$ cat src/hw/rtl/patlb_pkg.sv
// Package for the paged address translator: widths, default sizes,
// outcome codes, controller states and controller/datapath signal groups.
// No dependencies.
package patlb_pkg;

  localparam int ADDR_W      = 16;
  localparam int OFFSET_BITS = 8;
  localparam int PAGE_W      = ADDR_W - OFFSET_BITS;
  localparam int CNT_W       = 32;
  localparam int WIDE_W      = 32;

  localparam int TLB_ENTRIES_DEF = 16;
  localparam int NUM_PAGES_DEF   = 256;
  localparam int NUM_FRAMES_DEF  = 256;

  typedef enum logic [1:0] {
    OUT_TLB_HIT = 2'd0,
    OUT_PT_HIT  = 2'd1,
    OUT_FAULT   = 2'd2
  } outcome_t;

  typedef enum logic [1:0] {
    ST_CLEAR,
    ST_IDLE,
    ST_LOOKUP,
    ST_RESOLVE
  } state_t;

  // controller -> datapath
  typedef struct packed {
    logic clear_en;
    logic load;
    logic lookup;
    logic resolve;
  } cmd_t;

  // datapath -> controller
  typedef struct packed {
    logic clear_last;
  } status_t;

endpackage

$ cat src/hw/rtl/patlb_ctrl.sv
// Controller for the paged address translator: clear pass, then
// accept / lookup / resolve sequencing. Depends on patlb_pkg.
module patlb_ctrl
  import patlb_pkg::*;
(
  input  logic    clk,
  input  logic    rst_n,
  input  logic    start,
  output logic    busy,
  input  status_t status,
  output cmd_t    cmd
);

  state_t state_r, state_nxt;

  always_ff @(posedge clk) begin
    if (!rst_n) begin
      state_r <= ST_CLEAR;
    end else begin
      state_r <= state_nxt;
    end
  end

  always_comb begin
    state_nxt = state_r;
    cmd       = '0;
    busy      = 1'b1;
    unique case (state_r)
      ST_CLEAR: begin
        cmd.clear_en = 1'b1;
        if (status.clear_last) begin
          state_nxt = ST_IDLE;
        end
      end
      ST_IDLE: begin
        busy = 1'b0;
        if (start) begin
          cmd.load  = 1'b1;
          state_nxt = ST_LOOKUP;
        end
      end
      ST_LOOKUP: begin
        cmd.lookup = 1'b1;
        state_nxt  = ST_RESOLVE;
      end
      ST_RESOLVE: begin
        cmd.resolve = 1'b1;
        state_nxt   = ST_IDLE;
      end
      default: begin
        state_nxt = ST_CLEAR;
      end
    endcase
  end

endmodule

$ cat src/hw/rtl/patlb_dp.sv
// Datapath for the paged address translator: TLB shift line, page table
// memory, frame allocator, saturating counters, result registers.
// Depends on patlb_pkg.
module patlb_dp
  import patlb_pkg::*;
#(
  parameter int TLB_ENTRIES = TLB_ENTRIES_DEF,
  parameter int NUM_PAGES   = NUM_PAGES_DEF,
  parameter int NUM_FRAMES  = NUM_FRAMES_DEF
) (
  input  logic              clk,
  input  logic              rst_n,
  input  cmd_t              cmd,
  output status_t           status,
  input  logic [ADDR_W-1:0] in_logical_address,
  output logic              out_valid,
  output logic [ADDR_W-1:0] out_phys_addr,
  output logic [1:0]        out_outcome,
  output logic [CNT_W-1:0]  out_tlb_hit_total,
  output logic [CNT_W-1:0]  out_fault_total
);

  localparam int FILL_W  = $clog2(TLB_ENTRIES + 1);
  localparam int FRAME_W = $clog2(NUM_FRAMES);
  localparam int FCNT_W  = $clog2(NUM_FRAMES + 1);
  localparam int PIDX_W  = $clog2(NUM_PAGES);

  logic [ADDR_W-1:0]      addr_r;
  logic [PAGE_W-1:0]      page;
  logic [OFFSET_BITS-1:0] offset;
  logic [WIDE_W-1:0]      page_wide;
  logic [PIDX_W-1:0]      pidx;

  assign page      = addr_r[ADDR_W-1:OFFSET_BITS];
  assign offset    = addr_r[OFFSET_BITS-1:0];
  assign page_wide = WIDE_W'(page);
  assign pidx      = page_wide[PIDX_W-1:0];

  always_ff @(posedge clk) begin
    if (cmd.load) begin
      addr_r <= in_logical_address;
    end
  end

  // TLB: shift line, entries below fill_r are live
  logic [PAGE_W-1:0]  tlb_page_r  [TLB_ENTRIES];
  logic [FRAME_W-1:0] tlb_frame_r [TLB_ENTRIES];
  logic [FILL_W-1:0]  fill_r;
  logic [TLB_ENTRIES-1:0] match;
  logic [FRAME_W-1:0] match_frame;

  always_comb begin
    match_frame = '0;
    for (int k = 0; k < TLB_ENTRIES; k++) begin
      match[k] = (FILL_W'(k) < fill_r) && (tlb_page_r[k] == page);
      if (match[k]) begin
        match_frame = match_frame | tlb_frame_r[k];
      end
    end
  end

  // page table: {valid, frame}
  logic [FRAME_W:0] pt_mem [NUM_PAGES];
  logic [FRAME_W:0] pt_rd_r;
  logic             hit_r;
  logic [FRAME_W-1:0] hit_frame_r;
  logic             in_range_r;
  logic [PIDX_W-1:0] clr_r;

  always_ff @(posedge clk) begin
    if (cmd.lookup) begin
      pt_rd_r     <= pt_mem[pidx];
      hit_r       <= |match;
      hit_frame_r <= match_frame;
      in_range_r  <= page_wide < WIDE_W'(NUM_PAGES);
    end
  end

  // resolve
  logic [FCNT_W-1:0]  alloc_r;
  logic               exhausted;
  logic               pt_valid;
  logic               fault;
  logic [FRAME_W-1:0] alloc_frame;
  logic [FRAME_W-1:0] frame;
  outcome_t           outcome;
  logic [WIDE_W-1:0]  phys_wide;

  assign exhausted   = alloc_r == FCNT_W'(NUM_FRAMES);
  assign alloc_frame = exhausted ? '0 : alloc_r[FRAME_W-1:0];
  assign pt_valid    = in_range_r & pt_rd_r[FRAME_W];
  assign fault       = !hit_r && !pt_valid;

  always_comb begin
    if (hit_r) begin
      outcome = OUT_TLB_HIT;
      frame   = hit_frame_r;
    end else if (pt_valid) begin
      outcome = OUT_PT_HIT;
      frame   = pt_rd_r[FRAME_W-1:0];
    end else begin
      outcome = OUT_FAULT;
      frame   = alloc_frame;
    end
  end

  assign phys_wide = (WIDE_W'(frame) << OFFSET_BITS) | WIDE_W'(offset);

  // single write port: clear pass or fault fill
  logic              wr_en;
  logic [PIDX_W-1:0] wr_addr;
  logic [FRAME_W:0]  wr_data;

  always_comb begin
    if (cmd.clear_en) begin
      wr_en   = 1'b1;
      wr_addr = clr_r;
      wr_data = '0;
    end else begin
      wr_en   = cmd.resolve && fault && in_range_r;
      wr_addr = pidx;
      wr_data = {1'b1, alloc_frame};
    end
  end

  always_ff @(posedge clk) begin
    if (wr_en) begin
      pt_mem[wr_addr] <= wr_data;
    end
  end

  assign status.clear_last = clr_r == PIDX_W'(NUM_PAGES - 1);

  always_ff @(posedge clk) begin
    if (!rst_n) begin
      clr_r <= '0;
    end else if (cmd.clear_en) begin
      clr_r <= clr_r + 1'b1;
    end
  end

  // TLB insert on every miss
  logic tlb_full;
  assign tlb_full = fill_r == FILL_W'(TLB_ENTRIES);

  always_ff @(posedge clk) begin
    if (cmd.resolve && !hit_r) begin
      if (tlb_full) begin
        for (int k = 0; k < TLB_ENTRIES - 1; k++) begin
          tlb_page_r[k]  <= tlb_page_r[k+1];
          tlb_frame_r[k] <= tlb_frame_r[k+1];
        end
        tlb_page_r[TLB_ENTRIES-1]  <= page;
        tlb_frame_r[TLB_ENTRIES-1] <= frame;
      end else begin
        for (int k = 0; k < TLB_ENTRIES; k++) begin
          if (FILL_W'(k) == fill_r) begin
            tlb_page_r[k]  <= page;
            tlb_frame_r[k] <= frame;
          end
        end
      end
    end
  end

  logic [CNT_W-1:0] hit_cnt_r;
  logic [CNT_W-1:0] fault_cnt_r;
  logic             valid_r;

  always_ff @(posedge clk) begin
    if (!rst_n) begin
      fill_r      <= '0;
      alloc_r     <= '0;
      hit_cnt_r   <= '0;
      fault_cnt_r <= '0;
      valid_r     <= 1'b0;
    end else begin
      valid_r <= cmd.resolve;
      if (cmd.resolve) begin
        if (!hit_r && !tlb_full) begin
          fill_r <= fill_r + 1'b1;
        end
        if (fault && !exhausted) begin
          alloc_r <= alloc_r + 1'b1;
        end
        if (hit_r && !(&hit_cnt_r)) begin
          hit_cnt_r <= hit_cnt_r + 1'b1;
        end
        if (fault && !(&fault_cnt_r)) begin
          fault_cnt_r <= fault_cnt_r + 1'b1;
        end
      end
    end
  end

  logic [ADDR_W-1:0] phys_r;
  logic [1:0]        outcome_r;

  always_ff @(posedge clk) begin
    if (cmd.resolve) begin
      phys_r    <= phys_wide[ADDR_W-1:0];
      outcome_r <= outcome;
    end
  end

  assign out_valid         = valid_r;
  assign out_phys_addr     = phys_r;
  assign out_outcome       = outcome_r;
  assign out_tlb_hit_total = hit_cnt_r;
  assign out_fault_total   = fault_cnt_r;

endmodule

$ cat src/hw/rtl/paged_address_translator_tlb_top.sv
// Top level of the paged address translator with FIFO TLB.
// Instantiates patlb_ctrl and patlb_dp; depends on patlb_pkg.
//
// Usage:
//  - Input: drive in_logical_address and raise start; the word is taken at
//    the rising edge where start is high and busy is low.
//  - Each word makes exactly one result. out_valid is high for one cycle
//    with physical address, outcome (TLB hit / page table hit / fault) and
//    the saturating hit and fault totals, both counting this word.
//  - Timing: accept edge, then a lookup state (TLB compare plus page table
//    read), then a resolve state (table write, TLB shift, counters). The result
//    is registered at the end of the resolve state; busy drops at the same
//    time, so a new word can go in while out_valid is high. A new word waits
//    for the page table read of the last word and its write-back.
//  - Reset (rst_n low, synchronous) clears TLB fill, frame allocator and
//    counters, then runs a clearing pass over the page table valid bits,
//    with busy high until every entry is cleared, before the first word is taken.
//  - The receiver has no back-pressure; a result not captured is gone.
module paged_address_translator_tlb_top
  import patlb_pkg::*;
#(
  parameter int TLB_ENTRIES = TLB_ENTRIES_DEF,
  parameter int NUM_PAGES   = NUM_PAGES_DEF,
  parameter int NUM_FRAMES  = NUM_FRAMES_DEF
) (
  input  logic              clk,
  input  logic              rst_n,
  input  logic              start,
  output logic              busy,
  input  logic [ADDR_W-1:0] in_logical_address,
  output logic              out_valid,
  output logic [ADDR_W-1:0] out_phys_addr,
  output logic [1:0]        out_outcome,
  output logic [CNT_W-1:0]  out_tlb_hit_total,
  output logic [CNT_W-1:0]  out_fault_total
);

  cmd_t    cmd;
  status_t status;

  // sequencing: clear pass, idle, lookup, resolve
  patlb_ctrl u_ctrl (
    .clk    (clk),
    .rst_n  (rst_n),
    .start  (start),
    .busy   (busy),
    .status (status),
    .cmd    (cmd)
  );

  // TLB, page table, allocator, counters
  patlb_dp #(
    .TLB_ENTRIES (TLB_ENTRIES),
    .NUM_PAGES   (NUM_PAGES),
    .NUM_FRAMES  (NUM_FRAMES)
  ) u_dp (
    .clk                (clk),
    .rst_n              (rst_n),
    .cmd                (cmd),
    .status             (status),
    .in_logical_address (in_logical_address),
    .out_valid          (out_valid),
    .out_phys_addr      (out_phys_addr),
    .out_outcome        (out_outcome),
    .out_tlb_hit_total  (out_tlb_hit_total),
    .out_fault_total    (out_fault_total)
  );

endmodule
$ cat config.mk
export PLATFORM = sky130hd
export DESIGN_NAME = paged_address_translator_tlb_top
export DESIGN_NICKNAME = d
export VERILOG_FILES = /design/src/hw/rtl/patlb_pkg.sv /design/src/hw/rtl/patlb_ctrl.sv /design/src/hw/rtl/patlb_dp.sv /design/src/hw/rtl/paged_address_translator_tlb_top.sv
export SDC_FILE = /design/constraint.sdc
export NUM_CORES = 2
export LEC_CHECK = 0
export BUFFER_PORTS_ARGS = -buffer_cell sky130_fd_sc_hd__buf_2
export CAP_MARGIN = 0
export CORE_AREA = 2 2 428 430
export DETAILED_ROUTE_END_ITERATION = 7
export DIE_AREA = 0 0 430 432
export GPL_ROUTABILITY_DRIVEN = 0
export PLACE_DENSITY_LB_ADDON = 0.05
export SLEW_MARGIN = 40
export SYNTH_ARGS = -nofsm -noshare
export SYNTH_HDL_FRONTEND = slang
export SYNTH_SLANG_ARGS = --single-unit
$ cat constraint.sdc
create_clock -name clk -period 11.7 [get_ports clk]
set_input_delay 2.34 -clock clk [delete_from_list [all_inputs] [get_ports clk]]
set_output_delay 2.34 -clock clk [all_outputs]
set_load 0.01 [all_outputs]
==> metrics.md <==
| Metric | Value |
|---|---|
| Status | complete, no violations |
| Crit path DAT | 5.83 ns |
| Gr ovfl total | 0 |
| Fin worst setup slack | about 6.5 ns |
| Final Hold Viols | 0 |
| Synth Warn # | 0 |
| Cts repair resizes | 0 |
| Slew Limit Fails | 0 |
| DP Worst Slack | approximately 6.5 ns |
| Combinational share of power | under 10% |
| Setup slack, reg-to-reg | 6.50 ns |
| Met1 Use GR | 42.77% |
| Top Usage Layer GRT | met2 |
| Total instance count after detailed placement | 8,018 |
| Clock-pin slew on the worst setup and hold paths | 0.06 ns |
| Reg power frac | approximately 50% |
| CTS tree | built |
| Die Ht | between 400 and 500 um |
| Num CTS Buffers | a little under 300 |
| Met2 usage | between 40 and 50% |
| CTS hold repair buffers | 0 |
| Root Driver | clkbuf_16 |
| Clk network pwr share | 41.1% |
| Gate Count Post-Synth | 5,760 |
| RR Endpoint | u_dp.pt_rd_r[1]$_DFFE_PN_ |
| Yosys reg bits | approximately 2,700 |
| Final net count | 5,962 |
| Synth Cell Area | 108,400 um^2 |
| IO Pins | 103 |
| Fmax | approximately 190 MHz |
| Pre-antenna DRT Iters | 6 |
| Initial DRC count | 6,427 |
| Syn-to-layout area delta | 11.62% |
| Period utilisation layout | between 40% and 50% |
| Final min period | 5.197 ns |
| HPWL after detailed placement | 163,700 um |
| Die Width | 430 um |
| RSZ-0062 raised after global routing | no |
| Via density | 6.675 |
| VDD IR-drop max | between 0.1 and 0.15 mV |
| Largest net degree at the start of global routing | ~170 |
| Clk sinks | 2,701 |
| Max Root-Sink Buffers | 4 |
| Total power | ~22 mW |
| Switching share of power | 23.15% |
| FF/Latch Area | between 80,000 and 90,000 um^2 |
| Total number of vias | 56,842 |
| R2R Path Start | u_dp.addr_r[9]$_DFFE_PP_ |
| DRT antenna net count | 0 |
| Final Non-Filler Cells | 8,516 |
| Initial core utilization | between 50% and 60% |
| Internal power | between 15 and 20 mW |
| Post-synth EDFFs | 2,612 |
| Mapped Avg Cell Area | 18.81 um^2 |
| Destination of the worst hold path | u_dp.out_phys_addr[2]$_DFFE_PP_ |
| Final setup TNS | 0 ns |
| Worst Skew | 0.05198 ns |
| Worst setup EP type | register |
| Count of buffers from port buffering | 102 |
| CP startpoint kind | register |
| Worst Path Required | 12.33 ns |
| Critical path class | reg2reg |
| Routed wire length | 273,800 um |
| Area of the multi-input gates | 26,730 um^2 |
| Post-layout util | around two thirds |
| WL/cell | 32.15 um |
| Synth async-reset ratio | 0% |
| Synth cell types | 95 |
| Initial antenna violation count | 5 |
| Later-pin clock latency in the skew report | 0.93 ns |
| Cells on worst reg2reg path | 10 |
| Hold Crit Depth | 0 |
| Row cnt | 157 |
| Vias in the first global route | roughly 56,000 |
| Met3 Track Usage GR | under 10% |
| Leakage | 37.43 nW |
| Filler instances | 11,967 |
| Syn Nets | 5,791 |
| Remaining DRCs | 0 |
| Die Footprint | 185,800 um^2 |
| Worst-Margin Slew | 0.9453 ns |
| H-tree Lvls | 5 |
| Relative slew slack | a little over a third |
| Sequential share of the synthesized area | 74.03% |
| Final setup fails | 0 |
| Worst min-delay path category | reg2reg |
| First-pass GRT wire length | 397,700 um |
| Min-delay src | u_dp.addr_r[2]$_DFFE_PP_ |
| Top FF cell, synth | edfxtp_1 |
| Setup Fix Bufs, Post-CTS | 0 |
| NetSw | approximately 5.0 mW |
| Core ar. | 181,700 um^2 |
| CP max FO | 114 |
| Pwr Density | approximately 180 nW/um^2 |
| Total GRT Usage | between 20% and 30% |
| Max cap viols | 0 |
| Share of cells above drive strength 1 | 25.01% |
-- per-stage QoR --
stage	cell area [um^2]	hold slack, ns
2_1_floorplan	108400	0.4003
3_3_place_gp	110900	0.4015
3_5_place_dp	111400	0.4075
4_1_cts	120500	0.4248
5_1_grt	120900	0.4396
6_report	121000	0.4214
-- cell usage in the layout (no fill, tap or decap), drive strengths merged, types with 73 or more instances in the layout --
master  count
a22oi     170
xnor2     105
nor2      363
mux4      486
o21ai      91
clkbuf    343
mux2i     210
a21oi     135
buf       234
xor2       73
nand2     223
mux2      122
dfxtp      89
clkinv    106
edfxtp   2612
a21o       82
-- logic make-up after synthesis --
family | share of synthesized area [%]
flops | 74.03
buf+inv | 2.060
fa+ha+maj | 0.1386
compound gates | 4.900
mux | 13.31
simple gates | 4.128
xor+xnor | 1.439
-- power by group through the flow --
stage               registers (mW)  logic, mW  clock network [mW]
finish                        10.8       1.93                8.85
global route                  10.8       2.01                9.35
CTS                           10.8       1.89                8.96
detailed placement            11.0       1.88                   0
global placement              11.0       1.84                   0
floorplan                     10.9       1.17                   0
-- sequential cells by signal, indices dropped and copies added (netlist names) --
signal                  cells
u_dp.pt_rd_r                9
u_dp.addr_r                16
u_dp.tlb_frame_r          128
u_dp.out_phys_addr         16
u_dp.out_tlb_hit_total     32
u_dp.hit_frame_r            8
u_dp.alloc_r                9
u_dp.clr_r                  8
u_dp.out_outcome            2
u_dp.out_fault_total       32
u_dp.hit_r                  1
u_ctrl.state_r              2
u_dp.fill_r                 5
u_dp.tlb_page_r           128
u_dp.out_valid              1
u_dp.pt_mem              2304
-- how the worst max path moves through the flow --
stage	from	endpoint	slack, ns	cells past startpoint
finish	u_dp.addr_r[9]$_DFFE_PP_	u_dp.pt_rd_r[1]$_DFFE_PN_	6.50	10
global route	u_dp.addr_r[8]$_DFFE_PP_	u_dp.pt_rd_r[1]$_DFFE_PN_	6.44	10
CTS	u_dp.addr_r[9]$_DFFE_PP_	u_dp.pt_rd_r[1]$_DFFE_PN_	6.49	9
detailed placement	u_dp.addr_r[9]$_DFFE_PP_	u_dp.pt_rd_r[1]$_DFFE_PN_	6.51	9
global placement	u_dp.addr_r[8]$_DFFE_PP_	u_dp.pt_rd_r[2]$_DFFE_PN_	6.23	8
floorplan	u_ctrl.state_r[0]$_SDFFE_PN0P_	u_dp.pt_mem[0][4]$_DFFE_PP_	2.90	5
-- layer usage --
metal,routed length (um),up-vias
li1,-,23828
met4,10290,2
met2,128600,2934
met5,14,-
met3,25030,491
met1,109800,29587
-- synthesized netlist by cell type (all sizes together), types with 9 or more instances --
cell type  instances  area (um^2)
a211oi            22        190.2
a21o              82        615.6
a21oi            135        675.7
a221oi            50        444.2
a22o              36        315.3
a22oi            170         1276
a31oi             12        75.07
a32oi              9        78.83
and2              16        100.1
and3              23        145.1
buf              230         1645
clkbuf           124        466.7
dfxtp             89         1782
edfxtp          2612        78440
ha                12        150.1
inv               32        120.1
mux2             122         1374
mux2i            210         2102
mux4             486        10950
nand2            223        867.1
nand2b            15        93.84
nand3             47        247.7
nand4             50        327.8
nor2             363         1365
nor2b             16        100.1
nor3              49        281.5
nor4              41        352.8
nor4b             14        122.6
o21ai             91        459.2
o221ai            46        402.9
o22ai             34        212.7
o31ai             10        93.84
o32ai              9        97.60
or3               19        118.9
or4               11        87.58
xnor2            105        919.6
xor2              73        639.4
-- critical path: stages, from the launching register on --
cell      delay [ns]
edfxtp_1        0.39
buf_12          0.46
buf_6           0.60
buf_12          0.36
buf_16          0.41
mux4_2          0.40
a22o_1          0.30
a221oi_1        0.61
o32ai_1         0.20
nor3_1          0.70
nor4_2          0.11
-- area by class of cell --
class                      instances  share of cell area [%]
multi-input combinational       2673                   22.10
clock inverter                   146                   1.158
inverter                          32                  0.1055
tap                             2385                   2.467
antenna                            2                0.004138
sequential                      2701                   66.32
timing repair buffer             234                   1.545
clock buffer                     343                   6.299
No activity file was read; power rests on OpenSTA's default activity.
